### src/hdl/lbp_pkg.sv
// shared constants and types of the 3x3 local binary pattern block
package lbp_pkg;

    localparam int MAX_WIDTH  = 1024;
    localparam int MAX_HEIGHT = 1024;

    localparam int PIX_W     = 8;
    localparam int DIM_W     = 11;
    localparam int POS_OUT_W = 10;
    localparam int COL_W     = $clog2(MAX_WIDTH);
    localparam int ROW_W     = $clog2(MAX_HEIGHT);
    // input row counter also covers the flush row and the final flush item
    localparam int IN_ROW_W  = $clog2(MAX_HEIGHT + 2);
    localparam int LINE_W    = 2 * PIX_W;

    localparam logic [DIM_W-1:0] WIDTH_RESET  = DIM_W'(640);
    localparam logic [DIM_W-1:0] HEIGHT_RESET = DIM_W'(480);

    typedef enum logic [0:0] {
        REG_IMAGE_WIDTH  = 1'b0,
        REG_IMAGE_HEIGHT = 1'b1
    } cfg_reg_t;

    // per-item control and position info handed from lbp_ctrl
    typedef struct packed {
        logic [PIX_W-1:0] pixel;
        logic [COL_W-1:0] col;
        logic             emit;
        logic [ROW_W-1:0] row_out;
        logic [COL_W-1:0] col_out;
        logic             last;
        logic             top_out;
        logic             bottom_out;
        logic             left_out;
        logic             right_out;
    } item_info_t;

endpackage

### src/hdl/lbp_code.sv
// 3x3 window shift and neighbor-versus-center code
module lbp_code
    import lbp_pkg::*;
(
    input  logic             clk,
    input  logic             rst_n,
    input  logic             step,
    input  logic [PIX_W-1:0] upper,
    input  logic [PIX_W-1:0] middle,
    input  logic [PIX_W-1:0] pixel,
    input  logic             top_out,
    input  logic             bottom_out,
    input  logic             left_out,
    input  logic             right_out,
    output logic [7:0]       code
);

    // only the two newest columns are kept; the oldest one falls out on a shift
    logic [PIX_W-1:0] win_reg [3][2];
    logic [PIX_W-1:0] nb [8];
    logic [7:0]       outside;
    logic [PIX_W-1:0] centre;

    assign centre = win_reg[1][1];

    always_comb
    begin
        nb[0] = win_reg[0][0];
        nb[1] = win_reg[0][1];
        nb[2] = upper;
        nb[3] = win_reg[1][0];
        nb[4] = middle;
        nb[5] = win_reg[2][0];
        nb[6] = win_reg[2][1];
        nb[7] = pixel;

        outside[0] = top_out || left_out;
        outside[1] = top_out;
        outside[2] = top_out || right_out;
        outside[3] = left_out;
        outside[4] = right_out;
        outside[5] = bottom_out || left_out;
        outside[6] = bottom_out;
        outside[7] = bottom_out || right_out;

        for (int n = 0; n < 8; n++)
            code[7 - n] = outside[n] || !(nb[n] > centre);
    end

    always_ff @(posedge clk or negedge rst_n)
    begin
        if (!rst_n)
        begin
            for (int r = 0; r < 3; r++)
            begin
                win_reg[r][0] <= '0;
                win_reg[r][1] <= '0;
            end
        end
        else if (step)
        begin
            win_reg[0][0] <= win_reg[0][1];
            win_reg[1][0] <= win_reg[1][1];
            win_reg[2][0] <= win_reg[2][1];
            win_reg[0][1] <= upper;
            win_reg[1][1] <= middle;
            win_reg[2][1] <= pixel;
        end
    end

endmodule

### config.mk
export PLATFORM = sky130hd
export DESIGN_NAME = lbp_code
export DESIGN_NICKNAME = d
export VERILOG_FILES = /design/src/hdl/lbp_pkg.sv /design/src/hdl/lbp_code.sv
export SDC_FILE = /design/constraint.sdc
export NUM_CORES = 1
export LEC_CHECK = 0
export BUFFER_PORTS_ARGS = -buffer_cell sky130_fd_sc_hd__buf_4
export CORE_UTILIZATION = 45
export CTS_BUF_LIST = sky130_fd_sc_hd__clkbuf_8 sky130_fd_sc_hd__clkbuf_16
export DETAILED_ROUTE_END_ITERATION = 10
export PLACE_DENSITY = 0.62
export SYNTH_ARGS = -nofsm -noshare
export SYNTH_HDL_FRONTEND = slang
export SYNTH_SLANG_ARGS = --single-unit
### constraint.sdc
create_clock -name clk -period 1.4 [get_ports clk]
set_input_delay 0 -clock clk [delete_from_list [all_inputs] [get_ports clk]]
set_output_delay 0 -clock clk [all_outputs]
set_load 0.02 [all_outputs]
Yosys cells after proc, flatten, opt, wreduce, memory -nomap -nowiden

Index checks and enable logic that the tools add are counted.

Register bits after elaboration: 48
Input bits: 31
Output and inout port bits: 8
Word-level logic and storage cells: 34

Order comparisons: 8
Reduce and logical (&&, ||, !) cells: 20

Operators by type and width:

| cell                          | number |
|---|---|
| 8-bit greater-than comparator | 8 |
| 1-bit logical OR              | 12 |
| 1-bit logical NOT             | 8 |

Depth between registers and ports, before layout

Word-level depth: 3
Gate-level depth with buffers: 6
Depth with buffers taken out: 6

Least setup slack after synthesis

Ideal clock, no wire load.

Kind: reg-to-output
Start: register win_reg, in the netlist centre[1]
End: output code[1]
Arrival time: 1624 ps
Required time: 1400 ps
Slack: -224 ps
Cell stages (with the launch flop): 7
Path buffers: 0
Cell sequence: dfrtp_1 inv_1 ha_1 nor2b_1 o211ai_1 a21oi_1 o21ai_0

Word-level cells in the longest chain between the ends: 3

RTL lines:

| what                          | line           | RTL |
|---|---|---|
| from (decl)                   | lbp_code.sv:19 | `logic [PIX_W-1:0] win_reg [3][2];` |
| 8-bit greater-than comparator | lbp_code.sv:47 | `code[7 - n] = outside[n] \|\| !(nb[n] > centre);` |
| 1-bit logical NOT             | lbp_code.sv:47 |  |
| 1-bit logical OR              | lbp_code.sv:47 |  |
| to (decl)                     | lbp_code.sv:15 | `output logic [7:0] code` |

No other way between the ends.

Worst setup path after layout

Start: register win_reg, in the netlist centre[1]
End: output code[0]

The elaborated chain is that of the path after synthesis.

==> flow_metrics.tcl <==
set metrics [dict create \
    cts_root_buffer "clkbuf_8" \
    fin_skew_ns 0.00325 \
    dp_hpwl_um 5230 \
    place_area_um2 3920 \
    layout_min_cycle_time_ns 1.85 \
    ios 39 \
    holdWs_ns 0.0870 \
    ir_drop_uv 514 \
    core_um2 7210 \
    ys_types 17 \
    area_growth_pct 33.8 \
    cts_tree "done" \
    antenna_found_initial 0 \
    routed_wl_um 7410 \
    synth.cell_area_um2 3340 \
    start_util_pct 46.3 \
    worst_pin_slew_ns 0.623 \
    die_w_um 88.2 \
    max-slew-margin-rel_pct 58.5 \
    grt_pass1_vias 2467 \
    clk_pin_slew_worst_paths_ns 0.10 \
    rows 31 \
    drtPass1Iterations 4 \
    synth_seq_cells 48 \
    critPathKind "reg2out" \
    fin_crit_sh_pct 132 \
    cp.required_ns 1.40 \
    clkLatencyLatePin_ns 0.31 \
    fin_tns_setup_ns -3.45 \
    hold_viol 0 \
    avgSynthCellArea_um2 11.2 \
    cts_num_sinks 48 \
    syn_nets 393 \
    dp_cells 449 \
    die_h_um 88.2 \
    placement.io_buffers 38 \
    drv_cap 0 \
    dr.first_iter.drc_count 61 \
    yosysSeqAreaShare_pct 36.0 \
    crit_path_start_kind "flip-flop" \
    clockBufferDepth 2 \
    via_count 2509 \
    track_usage_pct 20.6 \
    post_drt_wl_per_cell_um 15.4 \
    vias_per_cell 5.21 \
    worst_slack_ns -0.448 \
    violations "setup timing" \
    gp_congestion 0.795 \
    path_max_fanout 3 \
    dieArea_um2 7770 \
    final_cell_area_um2 4470 \
    end_kind "output port" \
    antenna_left 0 \
    grt_max_degree 49 \
    grt_first_pass_wirelength_um 12200 \
    power_density_nw_per_um2 923 \
    slew_viol_final 0 \
    h-tree-depth 2 \
    ys_warn_count 0 \
    nNetsFinal 477 \
    layout_commonest_cell "ha_1" \
    hold_path_class "in2reg" \
    final_cells 482 \
    setup_violations 8 \
    fmax_ghz 0.541 \
    p_leak_nw 2.07 \
    crit_arrival_ns 1.85 \
    grt_overflow 0 \
    drc 0 \
    final_cell_mix "ha_1 (55), dfrtp_1 (48), buf_4 (44)" \
    cts_buffers 5 \
    rsz0062_at_grt "true" \
    drive_gt1_share_pct 34.7 \
    diodes 0 \
    status "finished, violations left" \
    syn_inst 298 \
]
[stage by stage]
stage	worst slack [ns]	utilization (%)	total power, mW
finish	-0.448	61.9	4.13
global route	-0.540	61.9	4.41
CTS	-0.435	60.0	4.06
detailed placement	-0.204	54.4	3.05
global placement	-0.151	54.4	3.01
floorplan	0.0153	-	2.56
[registers in the layout, summed over array words and instances (netlist names)]
name    cells
centre      8
nb         40
[worst max-delay path: stages (launching register included)]
cell and delay, ns:
dfrtp_1 0.40, inv_2 0.08, buf_4 0.15, ha_4 0.20
nor2b_1 0.12, o211ai_1 0.23, a21oi_2 0.09, o21ai_2 0.14
buf_6 0.13
[path summary, 6_finish.rpt]
check                      startpoint        end  slack (ns)  cells after the start
setup / recovery            centre[1]    code[0]       -0.45                      8
hold / removal                   step  centre[2]        0.09                      3
setup reg to reg            centre[0]  centre[0]        0.42                      1
hold reg to reg                 nb[8]     nb[16]        0.51                      2
max in group asynchronous       rst_n     nb[50]        0.73                      2
min in group asynchronous       rst_n     nb[21]        0.24                      2
[what timing repair did]
item	4_1_cts	5_1_grt
pin swaps	7	25
hold buffers	25	0
hold endpoints to repair	72	0
buffers inserted	0	0
gates resized for setup	15	20
setup endpoints to repair	8	8
[power breakdown]
part | leakage [nW] | switching (mW) | internal, mW | total, mW
Sequential | 0.571 | 0.140 | 1.55 | 1.69
Clock | 0.0434 | 0.509 | 0.401 | 0.910
Combinational | 1.46 | 0.694 | 0.831 | 1.53
[layer usage]
layer	up-vias	part of all wire, %	wire (µm)	track usage [%]
met5	-	0	0	0
met4	0	0.90	67	5.13
met3	6	1.8	137	3.58
met2	29	48	3550	32.5
met1	1212	49	3650	29.1
li1	1262	-	-	-
[synth_stat cells, drive strengths merged]
| cell | count | area [µm²] |
|---|---|---|
| a21oi | 32 | 160 |
| buf | 6 | 87.6 |
| clkbuf | 1 | 3.75 |
| dfrtp | 48 | 1200 |
| ha | 64 | 801 |
| inv | 15 | 56.3 |
| mux2 | 36 | 541 |
| nand2 | 20 | 75.1 |
| nand4 | 16 | 100 |
| nor2 | 12 | 45.0 |
| nor2b | 8 | 50.1 |
| nor3 | 4 | 20.0 |
| o211ai | 8 | 60.1 |
| o21ai | 28 | 140 |
[final cells by class]
class	instances	area, µm²
Tap cell	99	124
Clock buffer	6	82.6
Inverter	15	58.8
Fill cell	624	2750
Sequential cell	48	1200
Timing Repair Buffer	84	802
Multi-Input combinational cell	228	2190
Clock inverter	2	15.0
[cells by family (layout without fill, tap and decap cells)]
logic type      Yosys count  after routing  share of synthesized area (%)
compound gates           68             68                           10.8
fa+ha+maj                64             64                           24.0
buf+inv                  22            107                           4.42
flops                    48             48                           36.0
mux                      36             36                           16.2
simple gates             60             60                           8.69
No activity file was read; power rests on OpenSTA's default activity.
