**src/hdl/lbp_pkg.sv**
```systemverilog
// shared constants and types of the 3x3 local binary pattern block
package lbp_pkg;

    localparam int MAX_WIDTH  = 1024;
    localparam int MAX_HEIGHT = 1024;

    localparam int PIX_W     = 8;
    localparam int DIM_W     = 11;
    localparam int POS_OUT_W = 10;
    localparam int COL_W     = $clog2(MAX_WIDTH);
    localparam int ROW_W     = $clog2(MAX_HEIGHT);
    // input row counter also covers the flush row and the final flush item
    localparam int IN_ROW_W  = $clog2(MAX_HEIGHT + 2);
    localparam int LINE_W    = 2 * PIX_W;

    localparam logic [DIM_W-1:0] WIDTH_RESET  = DIM_W'(640);
    localparam logic [DIM_W-1:0] HEIGHT_RESET = DIM_W'(480);

    typedef enum logic [0:0] {
        REG_IMAGE_WIDTH  = 1'b0,
        REG_IMAGE_HEIGHT = 1'b1
    } cfg_reg_t;

    // per-item control and position info handed from lbp_ctrl
    typedef struct packed {
        logic [PIX_W-1:0] pixel;
        logic [COL_W-1:0] col;
        logic             emit;
        logic [ROW_W-1:0] row_out;
        logic [COL_W-1:0] col_out;
        logic             last;
        logic             top_out;
        logic             bottom_out;
        logic             left_out;
        logic             right_out;
    } item_info_t;

endpackage

```
**src/hdl/lbp_ctrl.sv**
```systemverilog
// frame position counters, image size registers and per-item role decode
module lbp_ctrl
    import lbp_pkg::*;
(
    input  logic             clk,
    input  logic             rst_n,
    input  logic             cfg_we,
    input  logic [0:0]       cfg_index,
    input  logic [DIM_W-1:0] cfg_data,
    input  logic             accept,
    input  logic [PIX_W-1:0] pixel,
    input  logic             pad_item,
    output item_info_t       info
);

    logic [DIM_W-1:0]    width_reg, width_next;
    logic [DIM_W-1:0]    height_reg, height_next;
    logic [COL_W-1:0]    in_col_reg, in_col_next;
    logic [IN_ROW_W-1:0] in_row_reg, in_row_next;
    logic [ROW_W-1:0]    out_row_reg, out_row_next;
    logic [COL_W-1:0]    out_col_reg, out_col_next;

    logic [DIM_W-1:0] w_eff;
    logic [DIM_W-1:0] h_eff;
    logic [DIM_W-1:0] w_last;
    logic             in_col_end;
    logic             out_col_end;
    logic             is_pixel;
    logic             is_final;
    logic             emit;

    always_comb
    begin
        if (width_reg == '0)
            w_eff = DIM_W'(1);
        else if (width_reg > DIM_W'(MAX_WIDTH))
            w_eff = DIM_W'(MAX_WIDTH);
        else
            w_eff = width_reg;

        if (height_reg == '0)
            h_eff = DIM_W'(1);
        else if (height_reg > DIM_W'(MAX_HEIGHT))
            h_eff = DIM_W'(MAX_HEIGHT);
        else
            h_eff = height_reg;
    end

    assign w_last      = w_eff - DIM_W'(1);
    assign in_col_end  = (DIM_W'(in_col_reg) == w_last);
    assign out_col_end = (DIM_W'(out_col_reg) == w_last);
    assign is_pixel    = (DIM_W'(in_row_reg) < h_eff);
    // single flush item after the flush row closes the frame
    assign is_final    = (DIM_W'(in_row_reg) == h_eff + DIM_W'(1));
    // a code is due once width+1 items have gone in
    assign emit        = (in_row_reg >= IN_ROW_W'(2))
                      || ((in_row_reg == IN_ROW_W'(1)) && (in_col_reg != '0));

    always_comb
    begin
        info.pixel      = (pad_item || !is_pixel) ? '0 : pixel;
        info.col        = in_col_reg;
        info.emit       = emit;
        info.row_out    = out_row_reg;
        info.col_out    = out_col_reg;
        info.last       = (DIM_W'(out_row_reg) == h_eff - DIM_W'(1)) && out_col_end;
        info.top_out    = (out_row_reg == '0);
        info.bottom_out = ((DIM_W'(out_row_reg) + DIM_W'(1)) >= h_eff);
        info.left_out   = (out_col_reg == '0);
        info.right_out  = out_col_end;
    end

    always_comb
    begin
        width_next   = width_reg;
        height_next  = height_reg;
        in_col_next  = in_col_reg;
        in_row_next  = in_row_reg;
        out_row_next = out_row_reg;
        out_col_next = out_col_reg;
        if (cfg_we)
        begin
            case (cfg_reg_t'(cfg_index))
                REG_IMAGE_WIDTH:  width_next  = cfg_data;
                REG_IMAGE_HEIGHT: height_next = cfg_data;
                default:          width_next  = width_reg;
            endcase
            in_col_next  = '0;
            in_row_next  = '0;
            out_row_next = '0;
            out_col_next = '0;
        end
        else if (accept)
        begin
            if (is_final)
            begin
                in_col_next  = '0;
                in_row_next  = '0;
                out_row_next = '0;
                out_col_next = '0;
            end
            else
            begin
                if (in_col_end)
                begin
                    in_col_next = '0;
                    in_row_next = in_row_reg + IN_ROW_W'(1);
                end
                else
                begin
                    in_col_next = in_col_reg + COL_W'(1);
                end
                if (emit)
                begin
                    if (out_col_end)
                    begin
                        out_col_next = '0;
                        out_row_next = out_row_reg + ROW_W'(1);
                    end
                    else
                    begin
                        out_col_next = out_col_reg + COL_W'(1);
                    end
                end
            end
        end
    end

    always_ff @(posedge clk or negedge rst_n)
    begin
        if (!rst_n)
        begin
            width_reg   <= WIDTH_RESET;
            height_reg  <= HEIGHT_RESET;
            in_col_reg  <= '0;
            in_row_reg  <= '0;
            out_row_reg <= '0;
            out_col_reg <= '0;
        end
        else
        begin
            width_reg   <= width_next;
            height_reg  <= height_next;
            in_col_reg  <= in_col_next;
            in_row_reg  <= in_row_next;
            out_row_reg <= out_row_next;
            out_col_reg <= out_col_next;
        end
    end

endmodule

```
**config.mk**
```make
export PLATFORM = sky130hd
export DESIGN_NAME = lbp_ctrl
export DESIGN_NICKNAME = d
export VERILOG_FILES = /design/src/hdl/lbp_pkg.sv /design/src/hdl/lbp_ctrl.sv
export SDC_FILE = /design/constraint.sdc
export NUM_CORES = 1
export LEC_CHECK = 0
export ABC_AREA = 0
export ABC_CLOCK_PERIOD_IN_PS = 4700
export BUFFER_PORTS_ARGS = -buffer_cell sky130_fd_sc_hd__buf_2
export CORE_AREA = 4 4 78 135
export CTS_CLUSTER_SIZE = 40
export DETAILED_ROUTE_END_ITERATION = 6
export DIE_AREA = 0 0 82 139
export GPL_ROUTABILITY_DRIVEN = 0
export GPL_TIMING_DRIVEN = 0
export PLACE_DENSITY = 0.8
export SKIP_LAST_GASP = 1
export SLEW_MARGIN = 30
export SYNTH_ARGS = -nofsm -noshare
export SYNTH_HDL_FRONTEND = slang
export SYNTH_SLANG_ARGS = --single-unit
```
**constraint.sdc**
```tcl
create_clock -name clk -period 4.7 [get_ports clk]
set_clock_uncertainty 0.1 [all_clocks]
set_input_delay 0.235 -clock clk [delete_from_list [all_inputs] [get_ports clk]]
set_output_delay 0.235 -clock clk [all_outputs]
set_load 0.02 [all_outputs]
```
# ---- Word level (Yosys, flattened, before mapping)
# Index checks and enable logic that the tools add are counted.
dict set report totals {
  in_bits 25
  wordCells 67
  out_inout_bits 44
  ff_bits 63
}
dict set report classes {
  n_eq_ne 5
  bitwise 1
  order_cmp 5
  n_reduce_logical 19
  n_addsub 8
  mux 23
}
# cell n
set op_table {}
lappend op_table {{10-bit two-way mux} 14}
lappend op_table {{11-bit two-way mux} 8}
lappend op_table {{10-bit by 11-bit equality test with 1-bit output} 3}
lappend op_table {{10-bit by 1-bit adder with 10-bit output, second input constant} 3}
lappend op_table {{11-bit by 1-bit adder with 11-bit output, second input constant} 2}
lappend op_table {{11-bit greater-than comparator, second input constant} 2}
lappend op_table {{11-bit logical NOT} 2}
lappend op_table {{11-bit by 1-bit subtractor with 11-bit output, second input constant} 2}
lappend op_table {{10-bit logical NOT} 2}
lappend op_table {{10-bit by 1-bit adder with 11-bit output, second input constant} 1}
lappend op_table {{11-bit by 1-bit equality test with 1-bit output, second input constant} 1}
lappend op_table {{11-bit equality test} 1}
lappend op_table {{11-bit >= comparator} 1}
lappend op_table {{11-bit by 2-bit >= comparator with 1-bit output, second input constant} 1}
lappend op_table {{11-bit < comparator} 1}
lappend op_table {{10-bit nonzero test} 1}
lappend op_table {{3-bit nonzero test} 3}
lappend op_table {{8-bit two-way mux} 1}
lappend op_table {{2-bit AND reduction} 4}
lappend op_table {{3-bit AND reduction} 1}
lappend op_table {{1-bit logical AND} 2}
lappend op_table {{1-bit logical OR} 2}
lappend op_table {{2-bit nonzero test} 1}
lappend op_table {{1-bit logical NOT} 1}
lappend op_table {{1-bit inverter} 1}

# ---- Longest topological paths before layout
dict set report logic_depth {
  depth_word 10
  ltp_mapped 18
  depth_no_buf 14
}

# ---- Least setup slack after synthesis
# No wires, ideal clock.
dict set report synth_path {
  path_type {register -> register}
  start {reg height_reg[3]}
  end {reg out_row_reg[7]}
  n_path_buf 2
  stages_incl_launch_ff 17
  path_slack_ns 0.860
  required_time_ns 4.473
  setup_time_ns 0.127
  period_less_slack_ns 3.840
  t_arrival_ns 3.612
  cell_sequence {dfrtp_1 > buf_2 > nor4_2 > nand4_1 > nor2b_1 > or2_2 > inv_1 > ha_1 > nand2_1 > o31a_1 > nor4b_1 > nand4b_1 > o31a_2 > nand2_1 > a21oi_4 > buf_6 > mux2_1}
}
dict set report synth_via {
  elab_chain_len 8
  elab_cells_between_ends 12
  classes_between {1 x add/sub; 1 x order compare; 1 x eq/ne; 5 x mux; 4 x reduce/logical}
}
# element line
set synth_lines {}
lappend synth_lines {{start: declaration} lbp_ctrl.sv:17} ;# logic [DIM_W-1:0] height_reg, height_next;
lappend synth_lines {{start signal: assignment} lbp_ctrl.sv:143} ;# height_reg <= height_next;
lappend synth_lines {{11-bit greater-than comparator} lbp_ctrl.sv:43} ;# else if (height_reg > DIM_W'(MAX_HEIGHT))
lappend synth_lines {{11-bit two-way mux} lbp_ctrl.sv:43}
lappend synth_lines {{11-bit two-way mux (*)} lbp_ctrl.sv:41} ;# if (height_reg == '0)
lappend synth_lines {{11-bit by 1-bit adder with 11-bit output (*)} lbp_ctrl.sv:54} ;# assign is_final = (DIM_W'(in_row_reg) == h_eff + DIM_W'(1));
lappend synth_lines {{11-bit equality test (*)} lbp_ctrl.sv:54}
lappend synth_lines {{10-bit two-way mux} lbp_ctrl.sv:95} ;# if (is_final)
lappend synth_lines {{10-bit two-way mux} lbp_ctrl.sv:93} ;# else if (accept)
lappend synth_lines {{10-bit two-way mux} lbp_ctrl.sv:81} ;# if (cfg_we)
lappend synth_lines {{end signal: assignment} lbp_ctrl.sv:146} ;# out_row_reg <= out_row_next;
lappend synth_lines {{end: declaration} lbp_ctrl.sv:20} ;# logic [ROW_W-1:0] out_row_reg, out_row_next;
# Every way passes the cells marked *; elsewhere a longest branch is shown, timed or not. The select of a mux whose other input is x is not followed.
# A chain may end at the register's enable or synchronous reset.

# ---- Worst setup path in the final report
dict set report layout_path {
  start {reg width_reg[2]}
  end {reg out_row_reg[8]}
}
dict set report layout_via {
  elab_chain_len 7
  elab_cells_between_ends 8
  classes_between {1 x add/sub; 1 x order compare; 1 x eq/ne; 2 x mux; 3 x reduce/logical}
}
# element line
set layout_lines {}
lappend layout_lines {{start: declaration} lbp_ctrl.sv:16} ;# logic [DIM_W-1:0] width_reg, width_next;
lappend layout_lines {{start signal: assignment} lbp_ctrl.sv:142} ;# width_reg <= width_next;
lappend layout_lines {{11-bit greater-than comparator} lbp_ctrl.sv:36} ;# else if (width_reg > DIM_W'(MAX_WIDTH))
lappend layout_lines {{11-bit two-way mux} lbp_ctrl.sv:36}
lappend layout_lines {{11-bit two-way mux (*)} lbp_ctrl.sv:34} ;# if (width_reg == '0)
lappend layout_lines {{11-bit by 1-bit subtractor with 11-bit output (*)} lbp_ctrl.sv:49} ;# assign w_last = w_eff - DIM_W'(1);
lappend layout_lines {{10-bit by 11-bit equality test with 1-bit output (*)} lbp_ctrl.sv:51} ;# assign out_col_end = (DIM_W'(out_col_reg) == w_last);
lappend layout_lines {{net out_col_end} lbp_ctrl.sv:27} ;# logic out_col_end;
lappend layout_lines {{3-bit nonzero test (no source line) (*)} --}
lappend layout_lines {{3-bit AND reduction (no source line) (*)} --}
# Mark *: on every way through the listed nets, which the timed path passes. The rest lies on a longest branch.

==> results.sh <==
export IMPL_die_area_sq_um=11400
export IMPL_drv_slew=0
export IMPL_totalWireLength_mm=16.6
export IMPL_cts_tree="built"
export IMPL_synth_top_area_share=0.257
export IMPL_worstSetupEndpointType="flop"
export IMPL_vias_per_cell=6.54
export IMPL_synth_distinct_cells=75
export IMPL_async_reset_ff_frac=1.00
export IMPL_initial_utilization=0.589
export IMPL_yosysWarnings=0
export IMPL_ctsRootBufferMaster="clkbuf_16"
export IMPL_grt_pass1_wl_mm=27.4
export IMPL_crit_end="out_row_reg[8]"
export IMPL_clock_fmax_mhz=224
export IMPL_dp_hpwl_mm=12.7
export IMPL_multi_input_area_sq_um=3660
export IMPL_rsz0062_at_grt="false"
export IMPL_path_cells="clkbuf_1 -> nor4_4 -> a41o_1 -> inv_1 -> ha_1 -> clkbuf_1 -> or2_2 -> o211ai_1 -> o2111a_1 -> o2111ai_1 -> nor4_4 -> buf_4 -> nand2_2 -> a21oi_4 -> buf_6 -> mux2_1"
export IMPL_setup_viol=0
export IMPL_grt_met2_usage=0.532
export IMPL_core_area_sq_um=9410
export IMPL_grt_max_degree=52
export IMPL_reg2reg_depth=16
export IMPL_cp_slowest_cell="nor4_4"
export IMPL_r2r_start="width_reg[2]"
export IMPL_synth_area_leaders="dfrtp_1 26%, ha_1 7.7%, mux2_2 5.3%"
export IMPL_syn_area_sq_um=5540
export IMPL_critical_path_arrival_ns=4.60
export IMPL_grt_ovfl_total=0
export IMPL_io_pins=69
export IMPL_timing_rr_end="out_row_reg[8]"
export IMPL_num_fill_cells=768
export IMPL_grt_busiest_layer="met2"
export IMPL_maxCapViolCount=0
export IMPL_track_usage=0.306
export IMPL_cp_max_fo=10
export IMPL_worstSetupPathType="reg2reg"
export IMPL_syn_inst=633
export IMPL_final_nets=776
export IMPL_clock_latency_ns=0.34
export IMPL_met1_usage=0.317
export IMPL_slowest_delay_ns=0.43
export IMPL_cts_buffers=9
export IMPL_worst_pin_slew_ns=0.728
export IMPL_slew_limit_headroom=0.511
export IMPL_powerDensity_nw_per_um2=391
export IMPL_routedWlPerCell_um=19.6
export IMPL_timing_final_crit_period_ns=4.47
export IMPL_cp_start_kind="flop"
export IMPL_final_util=0.685
export IMPL_ys_seq_area_frac=0.286
export IMPL_clockBufferDepth=2
export IMPL_drtIter0Drc=342
export IMPL_num_rows=47
export IMPL_p_total_mw=2.52
export IMPL_num_antenna_cells=0
export IMPL_startpoint="width_reg[2]"
export IMPL_synth_edf_count=0
export IMPL_postRouteAntennaNets=0
export IMPL_yosysMostFrequentCell="dfrtp_1"
export IMPL_dr_pass1_iters=7
export IMPL_area_growth_synth_to_final_pct=16.3
export IMPL_synth_nets=692
export IMPL_layout_cells_non_filler=844
export IMPL_r2r_slack_ns=0.23
export IMPL_synth_commonest_cells="57 x dfrtp_1, 38 x nand3_1, 36 x inv_1, 34 x ha_1, 34 x nor2_1"
export IMPL_dieHeight_um=139
export IMPL_final_hold_viol_count=0
export IMPL_fin_tns_setup_ns=0
export IMPL_outcome="finished clean"
export IMPL_route_vias_total=5517
export IMPL_regArea_sq_um=1580
export IMPL_hp_class="in2reg"
export IMPL_drive_above_1_share=0.216
export IMPL_synth_area_leader_cell="dfrtp_1"
export IMPL_grt_pass1_vias=5753
export IMPL_cts_num_sinks=63
export IMPL_power_leakage_nw=2.92
export IMPL_drc=0
export IMPL_max_vdd_ir_drop_mv=0.278
export IMPL_h_tree_depth=3
export IMPL_io_buffer_count=68
export IMPL_die_width_um=82
export IMPL_grt_use_met3=0.0455
export IMPL_syn_area_per_cell_sq_um=8.76
export IMPL_place_inst=824
export IMPL_ys_seq_elements=63
export IMPL_antenna_found_initial=0
export IMPL_clkTransAtPathRegs_ns=0.06
export IMPL_period_share=0.952
export IMPL_cp_required_ns=4.82
export IMPL_synth_flop_cell="dfrtp_1"
==> layout make-up <==
| type | instances | area share |
|---|---|---|
| clock inverters | 3 | 0.0101 |
| flip-flops and latches | 63 | 0.246 |
| repair buffers | 73 | 0.0625 |
| well taps | 122 | 0.0237 |
| inverters | 37 | 0.0215 |
| clock buffers | 13 | 0.0404 |
| multi-input cells | 494 | 0.567 |
| plain buffers | 39 | 0.0287 |
==> what timing repair did <==
| item | CTS | global route |
|---|---|---|
| hold buffers | 1 | 0 |
| resized for setup | 0 | 6 |
| buffers inserted | 0 | 3 |
| endpoints found under the hold margin | 58 | 0 |
| setup endpoints to repair | 0 | 39 |
==> power breakdown <==
part / internal, mW / switching, mW
registers: 0.623 / 0.107
clock network: 0.493 / 0.251
logic: 0.419 / 0.631
total: 1.53 / 0.989
==> worst max-delay path, delay by kind of cell (launching register included) <==
kind | cells | cell delay, ns
simple gates | 4 | 1.20
flops | 1 | 0.42
compound gates | 5 | 1.11
mux | 1 | 0.33
buf+inv | 5 | 0.98
fa+ha+maj | 1 | 0.23
==> cell families (layout without fill, tap and decap cells) <==
kind of cell / Yosys count / in the layout / share of synthesized area
muxes: 33 / 33 / 0.0659
DFF: 63 / 63 / 0.286
xor gates and xnor gates: 49 / 49 / 0.0824
buffers and inverters: 76 / 165 / 0.0582
adders and majority gates: 34 / 34 / 0.0767
AOI/OAI and AO/OA: 130 / 130 / 0.166
and+or+nand+nor: 248 / 248 / 0.265
==> worst min-delay path by stage <==
stage                     slack [ns]    startpoint       endpoint  depth (start not counted)
after floorplan                -0.16         rst_n  height_reg[0]                          0
after global placement          0.38  cfg_data[10]  width_reg[10]                          3
after detailed placement       0.003         rst_n  height_reg[3]                          1
after CTS                       0.04   cfg_data[0]  height_reg[0]                          2
after global routing            0.05   cfg_data[0]  height_reg[0]                          2
final                           0.04   cfg_data[0]  height_reg[0]                          2
==> stage by stage <==
stage | area (sq um) | hold slack, ns | setup WS (ns)
3_3_place_gp | 6040 | 0.382 | 0.180
5_1_grt | 6450 | 0.0500 | 0.0353
6_report | 6450 | 0.0430 | 0.227
4_1_cts | 6400 | 0.0366 | 0.134
3_5_place_dp | 6070 | 0.00294 | 0.170
2_1_floorplan | 5540 | -0.161 | 0.860
==> placed cells by master, fill, tap and decap left out, drive strengths merged, types with 4 or more instances in the layout <==
cell type and instances:
nand2b 9, nand2 34, o31ai 9, a21boi 4, a21o 7, nor2 34
or2 8, ha 34, a31oi 4, and2 10, dfstp 6, nand4 16
xor2 14, a21oi 28, inv 36, o211ai 8, o21ai 25, clkbuf 43
nor3b 4, mux2i 5, nor4 18, dfrtp 57, or4b 5, nand3 38
o21a 5, buf 81, and3 10, nor2b 10, nor3 17, nand3b 4
or3 8, a211oi 5, xnor2 33, mux2 28, or4 13
==> routing by layer <==
layer / wire [um] / vias to the layer above
li1: - / 2505
met1: 5740 / 2643
met2: 8890 / 273
met3: 842 / 96
met4: 1090 / 0
met5: 0 / -
No activity file was read; power rests on OpenSTA's default activity.
